===== src/mpeg_audio_frame_header_decode_top_macros.svh =====
// Assertion macros for the MPEG audio frame header decoder.
`ifndef MPEG_AUDIO_FRAME_HEADER_DECODE_TOP_MACROS_SVH
`define MPEG_AUDIO_FRAME_HEADER_DECODE_TOP_MACROS_SVH

// Same-cycle implication, checked on every rising clock edge outside reset.
`define MAFHD_ASSERT_NOW(lbl, ante, cons, msg) \
  lbl: assert property (@(posedge clk) disable iff (rst) (ante) |-> (cons)) \
    else $error(msg);

// Next-cycle implication, checked on every rising clock edge outside reset.
`define MAFHD_ASSERT_NEXT(lbl, ante, cons, msg) \
  lbl: assert property (@(posedge clk) disable iff (rst) (ante) |=> (cons)) \
    else $error(msg);

`endif


===== src/mafhd_pkg.sv =====
// Package: widths, code names, lookup tables and stage records of the header decoder.
`default_nettype none
package mafhd_pkg;

  // Quotient bits (one per divider cell), dividend and divisor widths
  localparam int QuoW = 12;
  localparam int DvdW = 26;
  localparam int DsrW = 16;

  // Layer codes as they appear in the header
  localparam logic [1:0] LcodeRsvd = 2'd0;
  localparam logic [1:0] LcodeL3   = 2'd1;
  localparam logic [1:0] LcodeL2   = 2'd2;
  localparam logic [1:0] LcodeL1   = 2'd3;

  // Version codes
  localparam logic [1:0] VcodeMpeg25 = 2'd0;
  localparam logic [1:0] VcodeRsvd   = 2'd1;
  localparam logic [1:0] VcodeMpeg2  = 2'd2;
  localparam logic [1:0] VcodeMpeg1  = 2'd3;

  localparam logic [1:0] SidxRsvd = 2'd3;
  localparam logic [3:0] BidxBad  = 4'd15;

  localparam logic [17:0] MulL23 = 18'd144000;
  localparam logic [17:0] MulL1  = 18'd12000;

  localparam logic [10:0] SpfL1    = 11'd384;
  localparam logic [10:0] SpfL3Lsf = 11'd576;
  localparam logic [10:0] SpfFull  = 11'd1152;

  localparam logic [15:0] Sr44k = 16'd44100;
  localparam logic [15:0] Sr48k = 16'd48000;
  localparam logic [15:0] Sr32k = 16'd32000;

  // Bitrate tables in kbit/s, index 15 is the bad index and its entry is never used
  localparam logic [8:0] BrM1L1 [16] = '{
    9'd0, 9'd32, 9'd64, 9'd96, 9'd128, 9'd160, 9'd192, 9'd224,
    9'd256, 9'd288, 9'd320, 9'd352, 9'd384, 9'd416, 9'd448, 9'd0};
  localparam logic [8:0] BrM1L2 [16] = '{
    9'd0, 9'd32, 9'd48, 9'd56, 9'd64, 9'd80, 9'd96, 9'd112,
    9'd128, 9'd160, 9'd192, 9'd224, 9'd256, 9'd320, 9'd384, 9'd0};
  localparam logic [8:0] BrM1L3 [16] = '{
    9'd0, 9'd32, 9'd40, 9'd48, 9'd56, 9'd64, 9'd80, 9'd96,
    9'd112, 9'd128, 9'd160, 9'd192, 9'd224, 9'd256, 9'd320, 9'd0};
  localparam logic [8:0] BrLsfL1 [16] = '{
    9'd0, 9'd32, 9'd48, 9'd56, 9'd64, 9'd80, 9'd96, 9'd112,
    9'd128, 9'd144, 9'd160, 9'd176, 9'd192, 9'd224, 9'd256, 9'd0};
  localparam logic [8:0] BrLsfL23 [16] = '{
    9'd0, 9'd8, 9'd16, 9'd24, 9'd32, 9'd40, 9'd48, 9'd56,
    9'd64, 9'd80, 9'd96, 9'd112, 9'd128, 9'd144, 9'd160, 9'd0};

  // Look up the bitrate for one version class, layer code and index
  function automatic logic [8:0] br_lookup(input logic lsf, input logic [1:0] lcode,
                                           input logic [3:0] bidx);
    logic [8:0] br;
    br = 9'd0;
    if (lsf) begin
      if (lcode == LcodeL1) br = BrLsfL1[bidx];
      else                  br = BrLsfL23[bidx];
    end else begin
      case (lcode)
        LcodeL1: br = BrM1L1[bidx];
        LcodeL2: br = BrM1L2[bidx];
        LcodeL3: br = BrM1L3[bidx];
        default: br = 9'd0;
      endcase
    end
    return br;
  endfunction

  // Base sample rate for the MPEG-1 index
  function automatic logic [15:0] sr_base(input logic [1:0] sidx);
    logic [15:0] sr;
    case (sidx)
      2'd0:    sr = Sr44k;
      2'd1:    sr = Sr48k;
      2'd2:    sr = Sr32k;
      default: sr = 16'd0;
    endcase
    return sr;
  endfunction

  // Division state carried from cell to cell
  typedef struct packed {
    logic [DsrW-1:0] rem;   // partial remainder, always below dsr
    logic [QuoW-1:0] dlo;   // dividend bits still to shift in, MSB first
    logic [QuoW-1:0] quo;   // quotient bits so far
    logic [DsrW-1:0] dsr;   // divisor (sample rate)
  } div_t;

  // Result fields riding along with the division
  typedef struct packed {
    logic        valid_res;
    logic [15:0] srate_hz;
    logic [10:0] samples_per_frame;
    logic [8:0]  bitrate_kbps;
    logic        pad;
    logic        layer1;
    logic        halve;
  } side_t;

endpackage
`default_nettype wire


===== src/mafhd_if.sv =====
// Handshake interfaces for header words in and decoded results out.
`default_nettype none
interface mafhd_in_if;
  logic        valid;
  logic        ready;
  logic [23:0] header_bits;

  modport source (output valid, output header_bits, input ready);
  modport sink   (input valid, input header_bits, output ready);
endinterface

interface mafhd_out_if;
  logic        valid;
  logic        ready;
  logic        valid_res;
  logic [15:0] srate_hz;
  logic [11:0] frame_bytes;
  logic [10:0] samples_per_frame;
  logic [8:0]  bitrate_kbps;

  modport source (output valid, output valid_res, output srate_hz, output frame_bytes,
                  output samples_per_frame, output bitrate_kbps, input ready);
  modport sink   (input valid, input valid_res, input srate_hz, input frame_bytes,
                  input samples_per_frame, input bitrate_kbps, output ready);
endinterface
`default_nettype wire


===== src/mafhd_decode.sv =====
// Field decode, table lookups and dividend product; first stage of the chain.
`default_nettype none
module mafhd_decode (
  input  logic                clk,
  input  logic                rst,
  input  logic                en,
  input  logic                hdr_vld,
  input  logic [23:0]         header_bits,
  output logic                vld,
  output mafhd_pkg::div_t     div,
  output mafhd_pkg::side_t    side
);

  logic [1:0]  vcode, lcode, sidx;
  logic [3:0]  bidx;
  logic        pad, ok, lsf, l1, l3;
  logic [1:0]  shift;
  logic [8:0]  br;
  logic [15:0] sr;
  logic [17:0] mul_k;
  logic [mafhd_pkg::DvdW-1:0] prod;
  mafhd_pkg::div_t  div_next;
  mafhd_pkg::side_t side_next;

  // Split the header and decode the codes
  always_comb begin
    vcode = header_bits[20:19];
    lcode = header_bits[18:17];
    bidx  = header_bits[15:12];
    sidx  = header_bits[11:10];
    pad   = header_bits[9];
    ok    = (lcode != mafhd_pkg::LcodeRsvd) && (sidx != mafhd_pkg::SidxRsvd)
            && (bidx != mafhd_pkg::BidxBad);
    case (vcode)
      mafhd_pkg::VcodeMpeg1:  shift = 2'd0;
      mafhd_pkg::VcodeMpeg2:  shift = 2'd1;
      mafhd_pkg::VcodeMpeg25: shift = 2'd2;
      mafhd_pkg::VcodeRsvd:   shift = 2'd2;
      default:                shift = 2'd2;
    endcase
    lsf   = (shift != 2'd0);
    l1    = (lcode == mafhd_pkg::LcodeL1);
    l3    = (lcode == mafhd_pkg::LcodeL3);
    br    = mafhd_pkg::br_lookup(lsf, lcode, bidx);
    sr    = mafhd_pkg::sr_base(sidx) >> shift;
    mul_k = l1 ? mafhd_pkg::MulL1 : mafhd_pkg::MulL23;
    prod  = mafhd_pkg::DvdW'(br) * mafhd_pkg::DvdW'(mul_k);
  end

  // Build the initial division state and the side fields; zero them when illegal, divisor set to one
  always_comb begin
    div_next  = '0;
    side_next = '0;
    div_next.dsr = mafhd_pkg::DsrW'(1);
    if (ok) begin
      div_next.rem = mafhd_pkg::DsrW'(prod[mafhd_pkg::DvdW-1:mafhd_pkg::QuoW]);
      div_next.dlo = prod[mafhd_pkg::QuoW-1:0];
      div_next.dsr = sr;
      side_next.valid_res   = 1'b1;
      side_next.srate_hz    = sr;
      side_next.bitrate_kbps = br;
      side_next.pad    = pad;
      side_next.layer1 = l1;
      side_next.halve  = l3 && lsf;
      if (l1)            side_next.samples_per_frame = mafhd_pkg::SpfL1;
      else if (l3 && lsf) side_next.samples_per_frame = mafhd_pkg::SpfL3Lsf;
      else               side_next.samples_per_frame = mafhd_pkg::SpfFull;
    end
  end

  // Hold while the chain stalls
  always_ff @(posedge clk) begin
    if (rst) begin
      vld <= 1'b0;
    end else if (en) begin
      vld <= hdr_vld;
    end
    if (en) begin
      div  <= div_next;
      side <= side_next;
    end
  end

endmodule
`default_nettype wire


===== src/mafhd_div_cell.sv =====
// One restoring division cell: produces one quotient bit and hands on the rest.
`default_nettype none
module mafhd_div_cell (
  input  logic                clk,
  input  logic                rst,
  input  logic                en,
  input  logic                prev_vld,
  input  mafhd_pkg::div_t     prev_div,
  input  mafhd_pkg::side_t    prev_side,
  output logic                vld,
  output mafhd_pkg::div_t     div,
  output mafhd_pkg::side_t    side
);

  logic [mafhd_pkg::DsrW:0]   trial;
  logic [mafhd_pkg::DsrW:0]   diff;
  logic                       ge;
  mafhd_pkg::div_t            div_next;

  // Shift in the next dividend bit and subtract the divisor if it fits
  always_comb begin
    trial = {prev_div.rem, prev_div.dlo[mafhd_pkg::QuoW-1]};
    diff  = trial - {1'b0, prev_div.dsr};
    ge    = (trial >= {1'b0, prev_div.dsr});
    div_next     = prev_div;
    div_next.rem = ge ? diff[mafhd_pkg::DsrW-1:0] : trial[mafhd_pkg::DsrW-1:0];
    div_next.dlo = {prev_div.dlo[mafhd_pkg::QuoW-2:0], 1'b0};
    div_next.quo = {prev_div.quo[mafhd_pkg::QuoW-2:0], ge};
  end

  // Advance to the neighbor cell when the chain moves
  always_ff @(posedge clk) begin
    if (rst) begin
      vld <= 1'b0;
    end else if (en) begin
      vld <= prev_vld;
    end
    if (en) begin
      div  <= div_next;
      side <= prev_side;
    end
  end

endmodule
`default_nettype wire


===== src/mpeg_audio_frame_header_decode_top.sv =====
// Top level of the MPEG audio frame header decoder: decode, divider chain, result register.
//
//  Port     Dir  Fields                                          Meaning
//  hdr_in   in   header_bits[23:0]                               header bytes 1..3
//  res_out  out  valid_res, srate_hz, frame_bytes,               decoded frame data
//                samples_per_frame, bitrate_kbps
//
// One header word enters per cycle unless a waiting result stalls the chain; each result
// passes the decode stage, twelve divider cells and the result register. The twelve-cell
// restoring divider chain forms the frame size.
// Reset clears the valid bits of every stage; payload registers are not reset.
// When a result waits untaken, the whole chain holds and hdr_in.ready drops.
`default_nettype none
`include "mpeg_audio_frame_header_decode_top_macros.svh"
module mpeg_audio_frame_header_decode_top (
  input logic          clk,
  input logic          rst,
  mafhd_in_if.sink     hdr_in,
  mafhd_out_if.source  res_out
);

  localparam int Cells = mafhd_pkg::QuoW;

  logic                 adv;
  logic                 stage_vld  [Cells+1];
  mafhd_pkg::div_t      stage_div  [Cells+1];
  mafhd_pkg::side_t     stage_side [Cells+1];

  logic                 out_vld;
  logic                 valid_res;
  logic [15:0]          srate_hz;
  logic [11:0]          frame_bytes;
  logic [10:0]          samples_per_frame;
  logic [8:0]           bitrate_kbps;

  logic [mafhd_pkg::QuoW-1:0] q_half;
  logic [11:0]                size_sum;
  logic [11:0]                size_next;

  // Move the chain whenever the result register is free or being taken
  assign adv          = !out_vld || res_out.ready;
  assign hdr_in.ready = adv;

  mafhd_decode u_decode (
    .clk         (clk),
    .rst         (rst),
    .en          (adv),
    .hdr_vld     (hdr_in.valid),
    .header_bits (hdr_in.header_bits),
    .vld         (stage_vld[0]),
    .div         (stage_div[0]),
    .side        (stage_side[0])
  );

  // Row of divider cells, one quotient bit each
  for (genvar i = 0; i < Cells; i++) begin : g_cell
    mafhd_div_cell u_cell (
      .clk       (clk),
      .rst       (rst),
      .en        (adv),
      .prev_vld  (stage_vld[i]),
      .prev_div  (stage_div[i]),
      .prev_side (stage_side[i]),
      .vld       (stage_vld[i+1]),
      .div       (stage_div[i+1]),
      .side      (stage_side[i+1])
    );
  end

  // Finish the frame size: halve for low-rate layer 3, add padding, scale layer 1 slots
  always_comb begin
    q_half    = stage_side[Cells].halve ?
                {1'b0, stage_div[Cells].quo[mafhd_pkg::QuoW-1:1]} : stage_div[Cells].quo;
    size_sum  = 12'(q_half) + 12'(stage_side[Cells].pad);
    size_next = stage_side[Cells].layer1 ? {size_sum[9:0], 2'b00} : size_sum;
  end

  // Result register
  always_ff @(posedge clk) begin
    if (rst) begin
      out_vld <= 1'b0;
    end else if (adv) begin
      out_vld <= stage_vld[Cells];
    end
    if (adv) begin
      valid_res         <= stage_side[Cells].valid_res;
      srate_hz          <= stage_side[Cells].srate_hz;
      samples_per_frame <= stage_side[Cells].samples_per_frame;
      bitrate_kbps      <= stage_side[Cells].bitrate_kbps;
      frame_bytes       <= size_next;
    end
  end

  assign res_out.valid             = out_vld;
  assign res_out.valid_res         = valid_res;
  assign res_out.srate_hz          = srate_hz;
  assign res_out.frame_bytes       = frame_bytes;
  assign res_out.samples_per_frame = samples_per_frame;
  assign res_out.bitrate_kbps      = bitrate_kbps;

  // Checks
  `MAFHD_ASSERT_NOW(a_invalid_zero, res_out.valid && !res_out.valid_res,
    (res_out.srate_hz == 16'd0) && (res_out.frame_bytes == 12'd0) &&
    (res_out.samples_per_frame == 11'd0) && (res_out.bitrate_kbps == 9'd0),
    "illegal header result carries nonzero fields")
  `MAFHD_ASSERT_NOW(a_spf_legal, res_out.valid && res_out.valid_res,
    (res_out.samples_per_frame == mafhd_pkg::SpfL1) ||
    (res_out.samples_per_frame == mafhd_pkg::SpfL3Lsf) ||
    (res_out.samples_per_frame == mafhd_pkg::SpfFull),
    "samples per frame out of set")
  `MAFHD_ASSERT_NOW(a_l1_size_aligned,
    res_out.valid && res_out.valid_res && (res_out.samples_per_frame == mafhd_pkg::SpfL1),
    res_out.frame_bytes[1:0] == 2'b00, "layer 1 frame size not a slot multiple")
  `MAFHD_ASSERT_NEXT(a_in_to_stage0, hdr_in.valid && hdr_in.ready, stage_vld[0],
    "accepted header missing from first stage")

endmodule
`default_nettype wire


===== src/flat_wrapper.sv =====
// flat-port wrapper written by rule: the top's interface ports become plain ports
module mpeg_audio_frame_header_decode_top_flat 
  (clk, rst, hdr_in_valid, hdr_in_header_bits, hdr_in_ready, res_out_valid, res_out_valid_res, res_out_srate_hz, res_out_frame_bytes, res_out_samples_per_frame, res_out_bitrate_kbps, res_out_ready);
  mafhd_in_if hdr_in_i ();
  mafhd_out_if res_out_i ();
  input logic clk;
  input logic rst;
  input wire logic [$bits(hdr_in_i.valid)-1:0] hdr_in_valid;
  input wire logic [$bits(hdr_in_i.header_bits)-1:0] hdr_in_header_bits;
  output wire logic [$bits(hdr_in_i.ready)-1:0] hdr_in_ready;
  output wire logic [$bits(res_out_i.valid)-1:0] res_out_valid;
  output wire logic [$bits(res_out_i.valid_res)-1:0] res_out_valid_res;
  output wire logic [$bits(res_out_i.srate_hz)-1:0] res_out_srate_hz;
  output wire logic [$bits(res_out_i.frame_bytes)-1:0] res_out_frame_bytes;
  output wire logic [$bits(res_out_i.samples_per_frame)-1:0] res_out_samples_per_frame;
  output wire logic [$bits(res_out_i.bitrate_kbps)-1:0] res_out_bitrate_kbps;
  input wire logic [$bits(res_out_i.ready)-1:0] res_out_ready;
  assign hdr_in_i.valid = hdr_in_valid;
  assign hdr_in_i.header_bits = hdr_in_header_bits;
  assign hdr_in_ready = hdr_in_i.ready;
  assign res_out_valid = res_out_i.valid;
  assign res_out_valid_res = res_out_i.valid_res;
  assign res_out_srate_hz = res_out_i.srate_hz;
  assign res_out_frame_bytes = res_out_i.frame_bytes;
  assign res_out_samples_per_frame = res_out_i.samples_per_frame;
  assign res_out_bitrate_kbps = res_out_i.bitrate_kbps;
  assign res_out_i.ready = res_out_ready;
  mpeg_audio_frame_header_decode_top u_core (.clk(clk), .rst(rst), .hdr_in(hdr_in_i), .res_out(res_out_i));
endmodule

===== config.mk =====
export PLATFORM = sky130hd
export DESIGN_NAME = mpeg_audio_frame_header_decode_top_flat
export DESIGN_NICKNAME = d
export VERILOG_FILES = /design/src/mafhd_pkg.sv /design/src/mafhd_if.sv /design/src/mafhd_decode.sv /design/src/mafhd_div_cell.sv /design/src/mpeg_audio_frame_header_decode_top.sv /design/src/flat_wrapper.sv
export VERILOG_INCLUDE_DIRS = /design/src /design/src/src
export SDC_FILE = /design/constraint.sdc
export NUM_CORES = 1
export LEC_CHECK = 0
export ABC_AREA = 0
export BUFFER_PORTS_ARGS = -buffer_cell sky130_fd_sc_hd__buf_2
export CAP_MARGIN = 40
export CORE_MARGIN = 1
export CORE_UTILIZATION = 30
export CTS_BUF_LIST = sky130_fd_sc_hd__clkbuf_4
export DETAILED_ROUTE_END_ITERATION = 8
export GPL_TIMING_DRIVEN = 0
export SLEW_MARGIN = 0
export SYNTH_ARGS = -nofsm -noshare
export SYNTH_HDL_FRONTEND = slang
export SYNTH_SLANG_ARGS = --single-unit

===== constraint.sdc =====
create_clock -name clk -period 30.3 [get_ports clk]
set_input_delay 6.06 -clock clk [delete_from_list [all_inputs] [get_ports clk]]
set_output_delay 6.06 -clock clk [all_outputs]
set_load 0.05 [all_outputs]

==> qor.csv, run 1 <==
metric;value;unit
holdBufCountCts;0;
synth-xor-area-share;3.17;%
ctsResizeCount;0;
dr_wl_met3;2430;µm
tightest_slew;811;ps
fp.dieH;349;µm
first_iter_violations;847;
slew_viol_final;0;
yosys_warnings;0;
p_per_area;98.1;nW/µm²
die_w;349;µm
wl_per_cell;13.4;µm
path_max_fanout;93;
worstSetupPathType;in -> out;
cp-end-kind;output port;
ys_seq_area_share;59.3;%
synth_edf_count;706;
synth_top_family_by_area;adder cells;
synth_seq_cells;720;
cp.required;24240;ps
layout.cells.non_filler;4817;
cts_buffer_depth;3;
p_leak;16.4;nW
reg2regPathDepth;8;
drv_cap;0;
yosys.area_share.adder;10.4;%
core_area;120000;µm²
cts_made_buffers;191;
relSlewSlack;45.9;%
worstPathArrival;7960;ps
async_reset_ff_share;0;%
swShare;34.4;%
yosys.area.top_type;edfxtp_1;
hpwl;46100;µm
hold_path_depth;0;
dp_cells;4484;
dieArea;122000;µm²
numPortBuffers;56;
antenna_found_initial;4;
top_layer;met5;
grt.total_usage;10.7;%
cts_setup_buffers;0;
grt_overflow;0;
synth-simple-area-share;8.14;%
internal_power;2.64;mW
areaGrowthSynthToFinish;13.3;%
synth_area;36200;µm²
syn_inst;2800;
gp_congestion;0.870;
synth_mux_area_share;4.75;%
hold_viol;0;
finalSetupViolations;0;
ant_nets;0;
grt_pass1_wl;106000;µm
synth_area_per_cell;12.9;µm²
root_buffer;clkbuf_4;
vias_per_cell;4.50;
vdd_drop_max;0.0000440;V
firstDrtPassIters;5;
wl_met1;25900;µm
comb_power_share;42.2;%
pwr-share-clk;19.7;%
hold_path.class;reg -> reg;
status;completed;
start_kind;input port;
start_util;30.2;%
switchingPower;1.39;mW
grt_max_degree;120;
p_seq_share;38.1;%
vias;21700;
cts_tree;done;
ios;79;
synth_cell_types;85;
period_minus_slack;14020;ps
fmax;0.0713;GHz
synth-compound-area-share;10.2;%
cts.sinks;720;
final_nets;3376;
finClkSkew;50.6;ps
wl;64800;µm
clkTransAtPathRegs;60;ps
grt_pass1_vias;22100;
wl_met2;33500;µm
clk_latency;1040;ps
min_period_over_period;46.3;%
rsz0062_at_grt;no;
synth_area_leaders;edfxtp_1, ha_1, mux2_2;
post-route-drc-count;0;
num_rows;127;
synth_flop_cell;edfxtp_1;
h-tree-depth;4;
drive_gt1_share;16.4;%
fin_tns_setup;0;ps
synth_top_area_share;58.5;%
-- cell families after synthesis --
kind of cell | count (synthesis)
AO/OA/AOI/OAI | 563
other | 1
buffers and inverters | 341
multiplexers | 149
AND/OR/NAND/NOR | 612
adder cells (fa/ha/maj) | 283
XOR/XNOR | 131
flip-flops | 720
-- power by group through the flow --
stage	sequential (mW)	combinational (mW)	clock [mW]
finish	1.53	1.70	0.793
global route	1.56	1.89	0.887
CTS	1.54	1.71	0.838
detailed placement	1.56	1.70	0
global placement	1.55	1.67	0
floorplan	1.55	1.34	0
-- cells in the mapped netlist (43+ instances only) --
master	count
a21oi_1	149
xnor2_1	84
edfxtp_1	706
nor2_1	168
xor2_1	47
inv_1	279
nor3_1	44
nand3_1	45
mux2_2	94
nand2_1	159
ha_1	252
o21ai_0	135
a21o_1	43
-- critical path, cell delays in order --
cell      delay [ps]
buf_2             70
nor2b_1           80
inv_1            150
clkbuf_8         450
buf_16           320
buf_16           380
buf_2            350
-- through the flow --
| stage | setup slack [ps] | instance area, µm² | power (mW) | utilization [%] | hold WS (ps) |
|---|---|---|---|---|---|
| after global placement | 3950 | 38600 | 3.22 | 32.2 | 401 |
| after global routing | 16070 | 41000 | 4.34 | 34.3 | 379 |
| after detailed placement | 16190 | 38800 | 3.25 | 32.3 | 405 |
| after floorplan | 8890 | 36300 | 2.89 | - | 400 |
| after CTS | 16190 | 41000 | 4.08 | 34.2 | 365 |
| final | 16280 | 41000 | 4.03 | 34.3 | 388 |
-- sequential cells by signal, indices dropped and copies added, names as in the netlist --
signal and flops:
u_core.res_out.frame_bytes 12, u_core.res_out.bitrate_kbps 6, u_core.u_decode.div 34, u_core.g_cell.u_cell.vld 12, u_core.res_out.srate_hz 16, u_core.g_cell.u_cell.div 436
u_core.g_cell.u_cell.side 183, u_core.res_out.valid 1, u_core.u_decode.side 14, u_core.res_out.valid_res 1, u_core.u_decode.vld 1, u_core.res_out.samples_per_frame 4
-- layout make-up --
class | instances | area, µm²
antenna | 8 | 20.0
buffer | 62 | 403
clock buffer | 261 | 1960
clock inverter | 64 | 313
fill | 11900 | 78800
inverter | 279 | 1050
multi-input combinational | 1748 | 13300
sequential | 720 | 21500
tap | 1612 | 2020
timing repair buffer | 63 | 473
-- cell usage in the layout, fill, tap and decap left out, types with 44 or more instances in the layout --
cell type and n:
edfxtp_1 706, inv_1 279, clkbuf_4 261, ha_1 252, nor2_1 168, nand2_1 159
a21oi_1 149, o21ai_0 135, mux2_2 94, xnor2_1 84, buf_2 61, xor2_1 47
nand3_1 45, nor3_1 44
-- per-layer routing --
metal	vias to the layer above	track usage (%)
met3	177	2.60
met1	10100	10.9
met2	400	19.7
met5	-	0
li1	11000	-
met4	2	6.60
-- path summary, 6_finish.rpt --
| check | endpoint | slack (ps) | from |
|---|---|---|---|
| max reg2reg | u_core.g_cell[0].u_cell.div[51] | 26600 | u_core.res_out.valid |
| min | u_core.g_cell[10].u_cell.div[18] | 390 | u_core.g_cell[9].u_cell.div[17] |
| min reg2reg | u_core.g_cell[10].u_cell.div[18] | 390 | u_core.g_cell[9].u_cell.div[17] |
| max | hdr_in_ready | 16280 | res_out_ready |
Power figures use the tool's default switching activity.
==> run 2, diff against run 1 <==
clock period = 11.8 ns   (was 30.3 ns; I/O delays follow)
==> qor.csv, run 2 (synthesized netlist as in run 1, its figures left out) <==
metric;value;unit
hold_viol;0;
relSlewSlack;33.1;%
regMostFlops;u_core.g_cell.u_cell.div;
cts.sinks;720;
wl;64700;µm
num_rows;127;
holdBufCountCts;0;
dieArea;122000;µm²
drive_gt1_share;16.8;%
gp_congestion;0.872;
start_util;30.2;%
worstPathArrival;8290;ps
fin_util;34.3;%
vdd_drop_max;0.000117;V
path_max_fanout;10;
place_area;38700;µm²
cp-end-kind;register;
final_common_cell;edfxtp_1;
ios;79;
reg2regPathDepth;10;
vias_per_cell;4.50;
hpwl;45500;µm
switchingPower;3.55;mW
min_period_over_period;64.3;%
ant_nets;0;
worst_slack;4220;ps
status;completed;
final_nets;3373;
start_kind;input port;
hold_path_depth;0;
drv_cap;0;
cp-endpoint;u_core.u_decode.div[52];
grt_overflow;0;
wl_per_cell;13.5;µm
first_iter_violations;993;
cp-startpoint;hdr_in_header_bits[15];
clk_latency;1050;ps
fp.dieH;349;µm
cts_made_buffers;190;
vias;21600;
pwr-share-clk;20.1;%
grt_pass1_vias;22000;
rsz0062_at_grt;no;
power;10.4;mW
fmax;0.132;GHz
ctsResizeCount;0;
comb_power_share;42.0;%
rr_endpoint;u_core.g_cell[0].u_cell.div[50];
swShare;34.1;%
antenna_found_initial;3;
tightest_slew;1000;ps
reg2reg_slack;8180;ps
firstDrtPassIters;7;
finClkSkew;60.1;ps
cts_tree;done;
cts_buffer_depth;3;
worstSetupPathType;in -> reg;
numPortBuffers;56;
dp_slack;3120;ps
period_minus_slack;7580;ps
areaGrowthSynthToFinish;13.3;%
r2r-start;u_core.u_decode.div[0];
p_seq_share;37.9;%
die_w;349;µm
post-route-drc-count;0;
p_leak;16.5;nW
p_per_area;253;nW/µm²
internal_power;6.85;mW
grt_max_degree;199;
top_regs;u_core.g_cell.u_cell.div x436, u_core.g_cell.u_cell.side x183, u_core.u_decode.div x34;
grt.total_usage;10.7;%
hold_path.class;reg -> reg;
largest_reg_flops;436;
core_area;120000;µm²
h-tree-depth;4;
clkTransAtPathRegs;60;ps
slew_viol_final;0;
root_buffer;clkbuf_4;
cts_setup_buffers;0;
dp_cells;4482;
grt_pass1_wl;105000;µm
finalSetupViolations;0;
design_area;41000;µm²
cp.required;12510;ps
mostFrequentLayoutCells;edfxtp_1, inv_1, clkbuf_4;
layout.cells.non_filler;4807;
-- run 2: cell types whose count changed in the layout (fill, tap and decap cells not counted), sizes merged --
cell	change
clkinv	-22
clkbuf	+17
inv	-4
buf	-2
bufinv	+1
clkinvlp	+1
diode	-1
-- run 2: through the flow --
step / setup TNS, ps / hold WS, ps
after detailed placement: 0 / 405
after global placement: -1070 / 402
final: 0 / 379
after CTS: 0 / 348
after floorplan: 0 / 400
after global routing: 0 / 382
-- run 2: final cells by class --
type	instances	area, µm²
tap	1612	2020
multi-input combinational	1748	13300
antenna	7	17.5
buffer	62	414
inverter	279	1050
clock buffer	278	2090
clock inverter	40	251
fill	11800	78800
timing repair buffer	61	395
sequential	720	21500
-- run 2: worst min-delay path by stage --
stage,from,to,slack [ps]
floorplan,u_core.u_decode.div[36],u_core.g_cell[0].u_cell.div[37],400
global placement,u_core.g_cell[8].u_cell.div[20],u_core.g_cell[9].u_cell.div[21],400
detailed placement,u_core.u_decode.side[8],u_core.g_cell[0].u_cell.side[8],400
CTS,u_core.g_cell[11].u_cell.side[39],u_core.res_out.valid_res,350
global route,u_core.g_cell[2].u_cell.side[23],u_core.g_cell[3].u_cell.side[23],380
finish,u_core.g_cell[7].u_cell.div[16],u_core.g_cell[8].u_cell.div[17],380
-- run 2: metal layers --
layer | GRT usage [%] | wire (µm) | vias up
li1 | - | - | 10900
met1 | 10.8 | 25700 | 10100
met2 | 19.6 | 33200 | 438
met3 | 2.90 | 2750 | 207
met4 | 6.55 | 3090 | 0
met5 | 0 | 0 | -
-- run 2: worst max-delay path, cell delays in order --
cell,delay (ps)
buf_2,110
clkbuf_1,340
buf_1,400
mux2i_1,230
nor2_1,50
a31oi_1,150
o32ai_1,110
o21ai_0,430
inv_1,260
nand2_1,180
fa_1,430
inv_1,80
fa_1,440
fa_1,510
ha_1,310
ha_1,330
nor2b_1,150
o21a_1,170
o21ai_0,340
a211oi_1,170
o21ai_0,330
mux2i_1,210
o21ai_0,190
-- run 2: power groups by stage --
stage          clock [mW]  sequential, mW  combinational (mW)
6_report             2.09            3.94                4.37
2_1_floorplan           0            3.98                3.45
4_1_cts              2.22            3.95                4.39
5_1_grt              2.34            4.01                4.85
3_3_place_gp            0            3.99                4.28
3_5_place_dp            0            4.00                4.36
==> run 3, diff against run 2 <==
clock period = 7.9 ns   (was 11.8 ns; I/O delays follow)
==> qor.csv, run 3 (synthesized netlist as in run 1, its figures left out) <==
metric;value;unit
areaGrowthSynthToFinish;13.6;%
holdBufCountCts;0;
ios;79;
numPortBuffers;56;
worst_slack;1080;ps
grt_max_degree;170;
comb_power_share;41.7;%
worstPathArrival;7520;ps
path_cells;buf_2, clkbuf_1, buf_1, mux2i_1, nor2_1, a31oi_1, o32ai_1, o21ai_0, inv_1, nand2_1, fa_1, inv_1, fa_1, fa_1, ha_1, ha_1, nor2b_1, o21a_1, o21ai_0, a211oi_1, o21ai_0, mux2i_1, o21ai_0;
mostFrequentLayoutCells;edfxtp_1, inv_1, clkbuf_4;
relSlewSlack;41.0;%
final_common_cell;edfxtp_1;
hold_path.class;reg -> reg;
ant_nets;0;
cp.required;8600;ps
drv_cap;0;
drive_gt1_share;16.8;%
status;finished with violations;
final_nets;3374;
dp_slack;60.9;ps
pwr-share-clk;20.7;%
dieArea;122000;µm²
cts_made_buffers;192;
start_util;30.2;%
wl;64700;µm
die_w;349;µm
fmax;0.147;GHz
cts_setup_buffers;0;
num_rows;127;
h-tree-depth;4;
gp_congestion;0.869;
grtUsageMet3;2.72;%
cts_buffer_depth;3;
power;15.6;mW
root_buffer;clkbuf_4;
grt_pass1_vias;22000;
crit_slowest_cell;fa_1;
grtUsageMet1;10.7;%
place_area;38700;µm²
rsz0062_at_grt;no;
internal_power;10.3;mW
violations;DRC;
p_leak;16.5;nW
clk_latency;1050;ps
period_minus_slack;6820;ps
cp-end-kind;register;
hold_viol;0;
antenna_found_initial;3;
cpPeakStageDelay;510;ps
largest_reg_flops;436;
wl_per_cell;13.4;µm
switchingPower;5.34;mW
grt-busiest-layer;met2;
core_area;120000;µm²
swShare;34.1;%
vias_per_cell;4.51;
regMostFlops;u_core.g_cell.u_cell.div;
finalSetupViolations;0;
fp.dieH;349;µm
ctsResizeCount;0;
p_seq_share;37.6;%
worstSetupPathType;in -> reg;
grt_overflow;0;
whs;387;ps
clkTransAtPathRegs;60;ps
top_regs;u_core.g_cell.u_cell.div x436, u_core.g_cell.u_cell.side x183, u_core.u_decode.div x34;
worst_path_most_repeated_cell;o21ai_0;
crit_buf_inv;5;
cts_tree;done;
cts.sinks;720;
path_max_fanout;10;
p_per_area;380;nW/µm²
tightest_slew;886;ps
first_iter_violations;908;
grt_pass1_wl;105000;µm
design_area;41200;µm²
vdd_drop_max;0.000168;V
fillCellCount;11900;
min_period_over_period;86.3;%
start_kind;input port;
hpwl;45700;µm
grt.total_usage;10.7;%
vias;21800;
slew_viol_final;0;
cp_top_family;adder cells;
firstDrtPassIters;7;
post-route-drc-count;1;
finClkSkew;70.0;ps
grtUsageMet2;19.4;%
[run 3: changes by cell type in the layout (fill, tap and decap cells not counted), sizes merged]
cell,previous run,this run
inv,280,284
bufinv,2,4
diode,7,6
clkbuf,307,304
clkinv,32,49
clkinvlp,5,3
buf,94,93
[run 3: path summary, 6_finish.rpt]
path	startpoint	to	slack, ps	cells past startpoint
min reg2reg	u_core.g_cell[1].u_cell.side[10]	u_core.g_cell[2].u_cell.side[10]	390	0
max	hdr_in_header_bits[15]	u_core.u_decode.div[52]	1080	23
min	u_core.g_cell[1].u_cell.side[10]	u_core.g_cell[2].u_cell.side[10]	390	0
max reg2reg	u_core.u_decode.div[0]	u_core.g_cell[0].u_cell.div[50]	4240	10
[run 3: area by class of cell]
class	instances	area [µm²]	share of cell area, %
multi-input combinational	1748	13300	32.4
timing repair buffer	60	390	0.948
buffer	62	414	1.01
inverter	279	1050	2.54
tap	1612	2020	4.90
clock inverter	61	395	0.961
clock buffer	275	2060	5.02
antenna	6	15.0	0.0365
sequential	720	21500	52.2
[run 3: layer usage]
metal	up-vias	part of all wire (%)
li1	11000	-
met1	10200	40
met2	418	52
met3	171	4.2
met4	0	4.7
met5	-	0
[run 3: worst register-to-register path, stage by stage, from the launching register on]
cell and delay, ps:
edfxtp_1 440, ha_1 250, fa_1 400, and2b_1 210, o21ai_1 70, a21oi_1 260, o21a_1 250, o21ai_1 100
a311oi_2 720, buf_6 280, mux2_2 380
[run 3: power by group through the flow]
stage | Combinational, mW | Sequential [mW] | Clock (mW)
final | 6.52 | 5.88 | 3.24
after global routing | 7.26 | 5.99 | 3.60
after CTS | 6.54 | 5.89 | 3.42
after detailed placement | 6.50 | 5.97 | 0
after global placement | 6.40 | 5.95 | 0
after floorplan | 5.15 | 5.94 | 0
[run 3: through the flow]
| step | utilization [%] | instances | TNS [ps] |
|---|---|---|---|
| 5_1_grt | 34.4 | 4823 | 0 |
| 3_5_place_dp | 32.3 | 4481 | 0 |
| 4_1_cts | 34.3 | 4817 | 0 |
| 3_3_place_gp | 32.2 | 4477 | -314 |
| 2_1_floorplan | - | 2809 | 0 |
| 6_report | 34.4 | 4823 | 0 |
